$ cat src/hdl/assert_macros.svh
// Assertion macros used by the top level of the deframer.
`ifndef ASSERT_MACROS_SVH
`define ASSERT_MACROS_SVH
`ifndef SYNTH
`define ASSERT_IMPLY(lbl, clk, rst_n, ante, cons) \
	lbl: assert property (@(posedge clk) disable iff (!rst_n) (ante) |-> (cons)) \
		else $error("assertion failed");
`define ASSERT_NEXT(lbl, clk, rst_n, ante, cons) \
	lbl: assert property (@(posedge clk) disable iff (!rst_n) (ante) |=> (cons)) \
		else $error("assertion failed");
`else
`define ASSERT_IMPLY(lbl, clk, rst_n, ante, cons)
`define ASSERT_NEXT(lbl, clk, rst_n, ante, cons)
`endif
`endif

$ cat src/hdl/mlpd_pkg.sv
// Package with the types and constants of the magic and length packet deframer.
`default_nettype none
package mlpd_pkg;
	localparam int COUNT_WIDTH = 31;
	localparam logic [32:0] COUNT_CAP = 33'((64'd1 << COUNT_WIDTH) - 64'd1);
	localparam logic [31:0] MAGIC_RESET = 32'h4270ACE1;
	localparam logic [30:0] MAX_PAYLOAD_RESET = 31'(1024 * 1024 * 1024);
	localparam int ADDR_WIDTH = 3;

	typedef enum logic [0:0] {
		REG_MAGIC_WORD  = 1'b0,
		REG_MAX_PAYLOAD = 1'b1
	} reg_idx_t;

	typedef enum logic [1:0] {
		KIND_DATA      = 2'd0,
		KIND_EMPTY     = 2'd1,
		KIND_BAD_MAGIC = 2'd2,
		KIND_OVERSIZE  = 2'd3
	} kind_t;

	typedef enum logic [2:0] {
		PH_HEADER  = 3'b001,
		PH_PAYLOAD = 3'b010,
		PH_HALTED  = 3'b100
	} phase_t;

	typedef struct packed {
		logic [31:0] magic_word;
		logic [30:0] max_payload;
	} cfg_t;

	typedef struct packed {
		logic halted;
	} stat_t;
endpackage
`default_nettype wire

$ cat src/hdl/mlpd_if.sv
// Stream interfaces for the input bytes and the result items.
`default_nettype none
interface mlpd_in_if;
	logic valid;
	logic ready;
	logic [7:0] data_byte;
	modport source (output valid, output data_byte, input ready);
	modport sink (input valid, input data_byte, output ready);
endinterface

interface mlpd_out_if;
	import mlpd_pkg::*;
	logic valid;
	logic ready;
	kind_t kind;
	logic [7:0] payload_byte;
	logic last;
	modport source (output valid, output kind, output payload_byte, output last, input ready);
	modport sink (input valid, input kind, input payload_byte, input last, output ready);
endinterface
`default_nettype wire

$ cat src/hdl/mlpd_cfg_regs.sv
// APB register block holding the expected magic word and the payload limit.
`default_nettype none
module mlpd_cfg_regs (
	input  wire logic                           clk,
	input  wire logic                           arst_n,
	input  wire logic                           psel,
	input  wire logic                           penable,
	input  wire logic                           pwrite,
	input  wire logic [mlpd_pkg::ADDR_WIDTH-1:0] paddr,
	input  wire logic [31:0]                    pwdata,
	output logic [31:0]                         prdata,
	output logic                                pready,
	output mlpd_pkg::cfg_t                      cfg
);
	import mlpd_pkg::*;

	logic [31:0] magic_word_q;
	logic [30:0] max_payload_q;
	reg_idx_t idx;
	logic wr_en;

	assign idx = reg_idx_t'(paddr[2]);
	assign wr_en = psel && penable && pwrite;
	assign pready = 1'b1;

	always_ff @(posedge clk or negedge arst_n) begin
		if (!arst_n) begin
			magic_word_q <= MAGIC_RESET;
			max_payload_q <= MAX_PAYLOAD_RESET;
		end else if (wr_en) begin
			case (idx)
				REG_MAGIC_WORD: magic_word_q <= pwdata;
				REG_MAX_PAYLOAD: max_payload_q <= pwdata[30:0];
				default: ;
			endcase
		end
	end

	always_comb begin
		case (idx)
			REG_MAGIC_WORD: prdata = magic_word_q;
			REG_MAX_PAYLOAD: prdata = {1'b0, max_payload_q};
			default: prdata = '0;
		endcase
	end

	assign cfg.magic_word = magic_word_q;
	assign cfg.max_payload = max_payload_q;
endmodule
`default_nettype wire

$ cat src/hdl/mlpd_parser.sv
// Input register, header and payload parser, and result register.
`default_nettype none
module mlpd_parser (
	input  wire logic     clk,
	input  wire logic     arst_n,
	input  wire mlpd_pkg::cfg_t cfg,
	mlpd_in_if.sink       rx,
	mlpd_out_if.source    tx,
	output mlpd_pkg::stat_t stat
);
	import mlpd_pkg::*;

	logic valid_s1;
	logic [7:0] byte_s1;
	logic out_valid_q;
	kind_t kind_q;
	logic [7:0] payload_q;
	logic last_q;

	phase_t phase_q;
	phase_t phase_d;
	logic [2:0] hdr_cnt_q;
	logic [2:0] hdr_cnt_d;
	logic [63:0] hdr_shift_q;
	logic [63:0] hdr_shift_d;
	logic [COUNT_WIDTH-1:0] remaining_q;
	logic [COUNT_WIDTH-1:0] remaining_d;
	logic [COUNT_WIDTH-1:0] rem_dec;

	logic adv;
	logic res_valid;
	kind_t res_kind;
	logic [7:0] res_byte;
	logic res_last;
	logic [63:0] assembled;
	logic [32:0] len_ext;

	assign adv = !out_valid_q || tx.ready;
	assign rx.ready = !valid_s1 || adv;
	assign assembled = {hdr_shift_q[55:0], byte_s1};
	assign len_ext = {1'b0, assembled[31:0]};
	assign rem_dec = (remaining_q != '0) ? remaining_q - COUNT_WIDTH'(1) : remaining_q;

	always_comb begin
		phase_d = phase_q;
		hdr_cnt_d = hdr_cnt_q;
		hdr_shift_d = hdr_shift_q;
		remaining_d = remaining_q;
		res_valid = 1'b0;
		res_kind = KIND_DATA;
		res_byte = '0;
		res_last = 1'b0;
		case (phase_q)
			PH_HEADER: begin
				hdr_shift_d = assembled;
				if (hdr_cnt_q != 3'd7) begin
					hdr_cnt_d = hdr_cnt_q + 3'd1;
				end else begin
					hdr_cnt_d = '0;
					if (assembled[63:32] != cfg.magic_word) begin
						phase_d = PH_HALTED;
						res_valid = 1'b1;
						res_kind = KIND_BAD_MAGIC;
					end else if (len_ext > {2'b00, cfg.max_payload} || len_ext > COUNT_CAP) begin
						phase_d = PH_HALTED;
						res_valid = 1'b1;
						res_kind = KIND_OVERSIZE;
					end else if (assembled[31:0] == '0) begin
						res_valid = 1'b1;
						res_kind = KIND_EMPTY;
						res_last = 1'b1;
					end else begin
						remaining_d = assembled[COUNT_WIDTH-1:0];
						phase_d = PH_PAYLOAD;
					end
				end
			end
			PH_PAYLOAD: begin
				remaining_d = rem_dec;
				res_valid = 1'b1;
				res_kind = KIND_DATA;
				res_byte = byte_s1;
				if (rem_dec == '0) begin
					res_last = 1'b1;
					phase_d = PH_HEADER;
					hdr_cnt_d = '0;
				end
			end
			default: ;
		endcase
	end

	always_ff @(posedge clk or negedge arst_n) begin
		if (!arst_n) begin
			valid_s1 <= 1'b0;
			out_valid_q <= 1'b0;
			phase_q <= PH_HEADER;
			hdr_cnt_q <= '0;
			hdr_shift_q <= '0;
			remaining_q <= '0;
		end else begin
			if (rx.valid && rx.ready) begin
				valid_s1 <= 1'b1;
			end else if (adv) begin
				valid_s1 <= 1'b0;
			end
			if (adv) begin
				out_valid_q <= valid_s1 && res_valid;
			end
			if (adv && valid_s1) begin
				phase_q <= phase_d;
				hdr_cnt_q <= hdr_cnt_d;
				hdr_shift_q <= hdr_shift_d;
				remaining_q <= remaining_d;
			end
		end
	end

	always_ff @(posedge clk) begin
		if (rx.valid && rx.ready) begin
			byte_s1 <= rx.data_byte;
		end
		if (adv) begin
			kind_q <= res_kind;
			payload_q <= res_byte;
			last_q <= res_last;
		end
	end

	assign tx.valid = out_valid_q;
	assign tx.kind = kind_q;
	assign tx.payload_byte = payload_q;
	assign tx.last = last_q;
	assign stat.halted = (phase_q == PH_HALTED);
endmodule
`default_nettype wire

$ cat src/hdl/magic_length_packet_deframer.sv
// Top level of the magic and length packet deframer.
// The block takes one stream byte per clock while the receiver keeps up. Each byte
// goes into an input register and from there, through the header and payload logic,
// into the result register, which offers the result to the receiver.
// A result that waits on the receiver holds the parser, and the input stalls once the
// input register is full as well.
// A packet starts with an 8-byte big-endian header (magic word, then payload length),
// followed by the payload bytes, which come out one per result with last on the final one.
// A zero-length packet gives one empty-packet result. A wrong magic word or a length
// above the limit gives one error result, after which the block takes and drops every
// byte until reset. Write the registers only while the block is idle.
`default_nettype none
`include "assert_macros.svh"
module magic_length_packet_deframer (
	input  wire logic                           clk,
	input  wire logic                           arst_n,
	mlpd_in_if.sink                             rx,
	mlpd_out_if.source                          tx,
	input  wire logic                           psel,
	input  wire logic                           penable,
	input  wire logic                           pwrite,
	input  wire logic [mlpd_pkg::ADDR_WIDTH-1:0] paddr,
	input  wire logic [31:0]                    pwdata,
	output logic [31:0]                         prdata,
	output logic                                pready
);
	import mlpd_pkg::*;

	cfg_t cfg;
	stat_t stat;

	mlpd_cfg_regs u_cfg (
		.clk     (clk),
		.arst_n  (arst_n),
		.psel    (psel),
		.penable (penable),
		.pwrite  (pwrite),
		.paddr   (paddr),
		.pwdata  (pwdata),
		.prdata  (prdata),
		.pready  (pready),
		.cfg     (cfg)
	);

	mlpd_parser u_parser (
		.clk    (clk),
		.arst_n (arst_n),
		.cfg    (cfg),
		.rx     (rx),
		.tx     (tx),
		.stat   (stat)
	);

	`ASSERT_IMPLY(a_err_not_last, clk, arst_n, tx.valid && (tx.kind == KIND_BAD_MAGIC || tx.kind == KIND_OVERSIZE), !tx.last && tx.payload_byte == 8'd0)
	`ASSERT_IMPLY(a_empty_last, clk, arst_n, tx.valid && tx.kind == KIND_EMPTY, tx.last && tx.payload_byte == 8'd0)
	`ASSERT_IMPLY(a_err_halted, clk, arst_n, tx.valid && (tx.kind == KIND_BAD_MAGIC || tx.kind == KIND_OVERSIZE), stat.halted)
	`ASSERT_NEXT(a_halt_sticky, clk, arst_n, stat.halted, stat.halted)
endmodule
`default_nettype wire
$ cat src/flat_wrapper.sv
// flat-port wrapper written by rule: the top's interface ports become plain ports
module magic_length_packet_deframer_flat import mlpd_pkg::*;
  (clk, arst_n, psel, penable, pwrite, paddr, pwdata, prdata, pready, rx_valid, rx_data_byte, rx_ready, tx_valid, tx_kind, tx_payload_byte, tx_last, tx_ready);
  mlpd_in_if rx_i ();
  mlpd_out_if tx_i ();
  input  wire logic clk;
  input  wire logic arst_n;
  input  wire logic psel;
  input  wire logic penable;
  input  wire logic pwrite;
  input  wire logic [mlpd_pkg::ADDR_WIDTH-1:0] paddr;
  input  wire logic [31:0] pwdata;
  output logic [31:0] prdata;
  output logic pready;
  input wire logic [$bits(rx_i.valid)-1:0] rx_valid;
  input wire logic [$bits(rx_i.data_byte)-1:0] rx_data_byte;
  output wire logic [$bits(rx_i.ready)-1:0] rx_ready;
  output wire logic [$bits(tx_i.valid)-1:0] tx_valid;
  output wire logic [$bits(tx_i.kind)-1:0] tx_kind;
  output wire logic [$bits(tx_i.payload_byte)-1:0] tx_payload_byte;
  output wire logic [$bits(tx_i.last)-1:0] tx_last;
  input wire logic [$bits(tx_i.ready)-1:0] tx_ready;
  assign rx_i.valid = rx_valid;
  assign rx_i.data_byte = rx_data_byte;
  assign rx_ready = rx_i.ready;
  assign tx_valid = tx_i.valid;
  assign tx_kind = tx_i.kind;
  assign tx_payload_byte = tx_i.payload_byte;
  assign tx_last = tx_i.last;
  assign tx_i.ready = tx_ready;
  magic_length_packet_deframer u_core (.clk(clk), .arst_n(arst_n), .rx(rx_i), .tx(tx_i), .psel(psel), .penable(penable), .pwrite(pwrite), .paddr(paddr), .pwdata(pwdata), .prdata(prdata), .pready(pready));
endmodule
$ cat config.mk
export PLATFORM = sky130hd
export DESIGN_NAME = magic_length_packet_deframer_flat
export DESIGN_NICKNAME = d
export VERILOG_FILES = /design/src/hdl/mlpd_pkg.sv /design/src/hdl/mlpd_if.sv /design/src/hdl/mlpd_cfg_regs.sv /design/src/hdl/mlpd_parser.sv /design/src/hdl/magic_length_packet_deframer.sv /design/src/flat_wrapper.sv
export VERILOG_INCLUDE_DIRS = /design/src /design/src/hdl
export SDC_FILE = /design/constraint.sdc
export NUM_CORES = 1
export LEC_CHECK = 0
export ABC_AREA = 1
export BUFFER_PORTS_ARGS = -buffer_cell sky130_fd_sc_hd__buf_2
export CAP_MARGIN = 10
export CORE_AREA = 2 2 186 188
export CTS_CLUSTER_SIZE = 12
export DETAILED_ROUTE_END_ITERATION = 7
export DIE_AREA = 0 0 188 190
export GPL_ROUTABILITY_DRIVEN = 0
export GPL_TIMING_DRIVEN = 0
export PLACE_DENSITY = 0.48
export RECOVER_POWER = 50
export SLEW_MARGIN = 15
export SYNTH_ARGS = -nofsm -noshare
export SYNTH_HDL_FRONTEND = slang
export SYNTH_SLANG_ARGS = --single-unit
$ cat constraint.sdc
create_clock -name clk -period 3 [get_ports clk]
set_clock_uncertainty 0.15 [all_clocks]
set_input_delay 0.6 -clock clk [delete_from_list [all_inputs] [get_ports clk]]
set_output_delay 0.6 -clock clk [all_outputs]
set_load 0.05 [all_outputs]
Word level (Yosys, flattened, before mapping):

Cells that the tools add are included.

* input bits: 50
* register bits: 177
* word-level logic and storage cells: 83

* equality and inequality tests: 10
* reductions and logical operators: 23
* add/sub/neg operators: 2
* muxes and demuxes: 31
* order comparisons: 2
* bitwise operators: 2

Operators by type and width (number)
* $mux W31: 5
* $pmux W32 S2: 1
* $pmux W31 S2: 1
* $gt A32 B31 Y1: 1
* $gt A32 B31 Y1 const B: 1
* $logic_not A32 Y1: 1
* $ne A32 B32 Y1: 1
* $logic_not A31 Y1: 1
* $reduce_bool A31 Y1: 1
* $sub A31 B1 Y31 const B: 1
* $mux W3: 7
* $pmux W3 S2: 2
* $mux W1: 11
* $ne A2 B2 Y1 const B: 5
* $reduce_and A2 Y1: 3
* $reduce_and A6 Y1: 1
* $logic_and A1 B1 Y1: 5
* $reduce_and A5 Y1: 1
* $mux W2: 2
* $ne A4 B4 Y1 const B: 1
* $pmux W1 S2: 2
* $reduce_bool A2 Y1: 2
* $add A3 B1 Y3 const B: 1
* $eq A3 B1 Y1 const B: 1
* other kinds (8): 12

Longest topological paths before layout:

* depth in word-level cells: 7
* depth in mapped cells: 18

By module:

A second synthesis with hierarchy kept.

* cell total of the unflattened synthesis: 1334
* area total of the unflattened synthesis: 10082.2 sq um

Modules (own cells, without submodules)
* mlpd_parser: area each 7181.9 sq um, cells an instance 954, instances 1
* mlpd_cfg_regs: area each 2900.3 sq um, cells an instance 380, instances 1

Least setup slack after synthesis:

No wires, ideal clock.

* path type: input to output
* start point: in paddr[2] in the netlist's numbering
* end point: out prdata[14]
* stages: 3
* setup slack: 0.208 ns
* arrival time: 2.042 ns
* cell sequence: clkinv_1 > clkbuf_1 > o21ai_0

* longest elaborated chain between the ends: 2

RTL lines
* start: declaration: RTL line flat_wrapper.sv:11 `input wire logic [mlpd_pkg::ADDR_WIDTH-1:0] paddr;`
* $not A1 Y1 (no source line)
* $pmux W32 S2 (*): RTL line mlpd_cfg_regs.sv:40 `case (idx)`
* end: declaration: RTL line flat_wrapper.sv:13 `output logic [31:0] prdata;`

Mark *: on every way between the ends. The rest lies on a longest branch, timed or not.

Worst setup path after layout:

* start point: reg u_core.u_cfg.max_payload_q[30]
* end point: reg u_core.u_parser.remaining_q[28]

* longest elaborated chain between the ends: 4

RTL lines
* start: declaration: RTL line mlpd_cfg_regs.sv:18 `logic [30:0] max_payload_q;`
* start signal: assignment: RTL line mlpd_cfg_regs.sv:33 `REG_MAX_PAYLOAD: max_payload_q <= pwdata[30:0];`
* $gt A32 B31 Y1: RTL line mlpd_parser.sv:64 `end else if (len_ext > {2'b00, cfg.max_payload} || len_ext > COUNT_CAP) begin`
* $logic_or A1 B1 Y1: RTL line mlpd_parser.sv:64
* $ne A2 B2 Y1 (no source line)
* $reduce_and A6 Y1 (no source line)
* end signal: assignment: RTL line mlpd_parser.sv:114 `remaining_q <= remaining_d;`
* end: declaration: RTL line mlpd_parser.sv:26 `logic [COUNT_WIDTH-1:0] remaining_q;`

Every way passes these cells.
A chain may end at the register's enable or synchronous reset.

==> results.toml <==
[logic_synthesis]
synth.area.top_cells = "dfrtp_1 36%, nand2_1 15%, o21ai_0 8.5%, edfxtp_1 5.7%, inv_1 5.7%"
synthTopCellsByCount = "403 x nand2_1, 170 x o21ai_0, 152 x inv_1, 143 x dfrtp_1, 99 x nor2_1"
ys_seq_elements = 177
yosysUniqueCellTypes = 44
ys.flop_type = "dfrtp_1"
synth-edff-count = 19
synth.most_common_cell = "nand2_1"
async_flop_share = 0.893
avgSynthCellArea_um2 = 7.59
synth_nets = 1403
syn_area_mm2 = 0.0100
synthCells = 1318
post-synth-top-area-cell = "dfrtp_1"
yosys_warnings = 0
yosysTopAreaCellShare = 0.358
ys_seq_area_frac = 0.454

[power]
peakVddDrop_mv = 0.288
power.density_mw_per_mm2 = 525
leakagePower_uw = 0.00617

[clock_tree]
cts.sinks = 177
cts_hold_buf = 0
clockRootBuffer = "clkbuf_16"
clkTransAtPathRegs_ns = 0.07
clockBufferDepth = 2
htree_levels = 4
cts_inserted_buffers = 17
clock_latency_ns = 0.44
cts_tree = "done"

[critical_path]
endpoint_kind = "flip-flop"
r2r_cells = 15
critPathLaunchType = "flip-flop"
cp.required_ns = 3.23
crit_arrival_ns = 3.05
reg2reg_from = "u_core.u_cfg.max_payload_q[30]$_DFFE_PN1P_"
r2r_end = "u_core.u_parser.remaining_q[28]$_DFFE_PN0P_"
cp_max_fo = 10
r2r_setup_slack_ns = 0.17
criticalPathCategory = "reg -> reg"

[placed_design]
dp_cells = 1866
place_hpwl_mm = 25.8
numPortBuffers = 92

[timing]
maxSlewHeadroom = -0.631
setup_tns_ns = 0
drv_slew = 93
holdWs_ns = 0.187
max_freq_mhz = 354
worst_slew_pin_slew_ns = 2.45
min_period_ns = 2.83
hold_viol_final = 0
fin_crit_sh = 0.942
rsz0062_at_grt = "false"
setup_viol = 0

[floorplanning]
die_h_um = 190
io_pins = 96
dieArea_mm2 = 0.0357
start_util = 0.295
std_cell_rows = 68
coreArea_mm2 = 0.0339
dieWidth_um = 188

[run_status]
outcome = "finished with violations"
violations = "capacitance limit, slew limit"

[hold_path]
holdPathEnd = "u_core.u_parser.byte_s1[4]$_DFFE_PP_"
hp-start = "rx_data_byte[4]"
whs_path_depth = 1
hp-class = "in -> reg"

[layout]
stdcell_count = 1906
fin_nets = 1523
antennaDiodeCount = 0
fill_cells = 3658
area_delta_synth_final_pct = 18.5
layout-drive-gt1-share = 0.143

[detailed_routing]
wl_per_cell_um = 17.2
via_count = 8979
drt_iter0_drc = 681
dr.pass1.iters = 5
via_per_inst = 4.71
drc = 0
wl_mm = 32.9
drtAntennaViolNets = 0

[global_routing]
grt_pass1_wl_mm = 52.2
first_global_vias = 9022
grt_max_degree = 94
grtUsageTotal = 0.190
antenna_found_initial = 0
grt_overflow = 0

[flow_run]
drv_cap = 1
==> cell usage in the layout, fill, tap and decap left out, types with 24 or more instances in the layout <==
cell type / netlist / layout
nand2_1: 403 / 400
o21ai_0: 170 / 170
inv_1: 152 / 150
dfrtp_1: 143 / 143
nor2_1: 99 / 98
buf_2: 6 / 92
nand3_1: 63 / 59
clkbuf_1: 41 / 43
a21oi_1: 36 / 36
ha_1: 35 / 33
nand4_1: 28 / 28
xnor2_1: 24 / 24
==> per-layer routing <==
| layer | routed length, um | track usage | up-vias |
|---|---|---|---|
| met5 | 0 | 0 | - |
| met4 | 701 | 0.0584 | 0 |
| met3 | 1080 | 0.0279 | 44 |
| met2 | 16000 | 0.322 | 200 |
| met1 | 15100 | 0.252 | 4261 |
| li1 | - | - | 4474 |
==> power breakdown <==
| group | internal [uW] | switching (uW) |
|---|---|---|
| registers | 2610 | 167 |
| clock network | 1390 | 996 |
| logic | 308 | 743 |
| total | 4320 | 1910 |
==> repair_timing <==
item                       4_1_cts  5_1_grt
hold endpoints to repair         0        0
gates resized for setup         19       11
buffers inserted                 4        3
cloned                           1        1
setup endpoints to repair       31       38
pin swaps                        4        7
==> metrics by stage <==
| stage | util | setup WS, ns | power [uW] | cell area [um2] |
|---|---|---|---|---|
| 5_1_grt | 0.349 | 0.0114 | 6530 | 11800 |
| 3_3_place_gp | 0.325 | -1.47 | 3850 | 11000 |
| 3_5_place_dp | 0.326 | -0.468 | 3870 | 11100 |
| 2_1_floorplan | - | 0.208 | 3480 | 10000 |
| 4_1_cts | 0.348 | 0.00935 | 6290 | 11800 |
| 6_report | 0.349 | 0.173 | 6220 | 11800 |
==> final cells by class <==
class | count | area, um2 | area share
Buffer | 50 | 251 | 0.0212
Clock inverter | 10 | 149 | 0.0126
Inverter | 156 | 588 | 0.0496
Sequential cell | 177 | 4540 | 0.383
Multi-Input combinational cell | 934 | 4720 | 0.398
Clock buffer | 22 | 474 | 0.0400
Timing Repair Buffer | 102 | 557 | 0.0470
Tap cell | 455 | 569 | 0.0480
==> how the worst max path moves through the flow <==
stage                                               startpoint                                          end  cells past startpoint
floorplan                                             paddr[2]                                   prdata[14]                      3
global placement                                        arst_n         u_core.u_parser.valid_s1$_DFFE_PN0P_                      1
detailed placement  u_core.u_cfg.max_payload_q[30]$_DFFE_PN1P_  u_core.u_parser.remaining_q[27]$_DFFE_PN0P_                     14
CTS                 u_core.u_cfg.max_payload_q[30]$_DFFE_PN1P_  u_core.u_parser.remaining_q[28]$_DFFE_PN0P_                     15
global route        u_core.u_cfg.max_payload_q[30]$_DFFE_PN1P_  u_core.u_parser.remaining_q[27]$_DFFE_PN0P_                     15
finish              u_core.u_cfg.max_payload_q[30]$_DFFE_PN1P_  u_core.u_parser.remaining_q[28]$_DFFE_PN0P_                     15
==> logic make-up after synthesis <==
group,Yosys count,synth area share
simple gates,641,0.274
compound gates,222,0.114
buf+inv,207,0.0815
flops,177,0.454
fa+ha+maj,35,0.0438
xor+xnor,32,0.0280
mux,3,0.00338
other cells,1,0.000375
==> sequential cells by signal, summed over array words and instances, names as in the netlist, 3 cells and up <==
name / count
u_core.u_parser.remaining_q: 31
u_core.u_parser.hdr_shift_q: 56
u_core.u_parser.hdr_cnt_q: 3
u_core.u_parser.tx.payload_byte: 8
u_core.u_cfg.magic_word_q: 32
u_core.u_parser.phase_q: 3
u_core.u_cfg.max_payload_q: 31
u_core.u_parser.byte_s1: 8
==> critical path: stages, from the launching register on <==
cell and delay, ns:
dfstp_2 0.54, inv_2 0.07, ha_4 0.27, nand2_1 0.06
nor2_2 0.10, nand4_1 0.19, nor4_4 0.19, buf_4 0.18
nand4_1 0.10, nand2_2 0.13, nand2_4 0.07, o21ai_4 0.20
buf_6 0.14, buf_6 0.12, nand3_1 0.13, nand2_1 0.11
(Power assumes the default switching activity.)
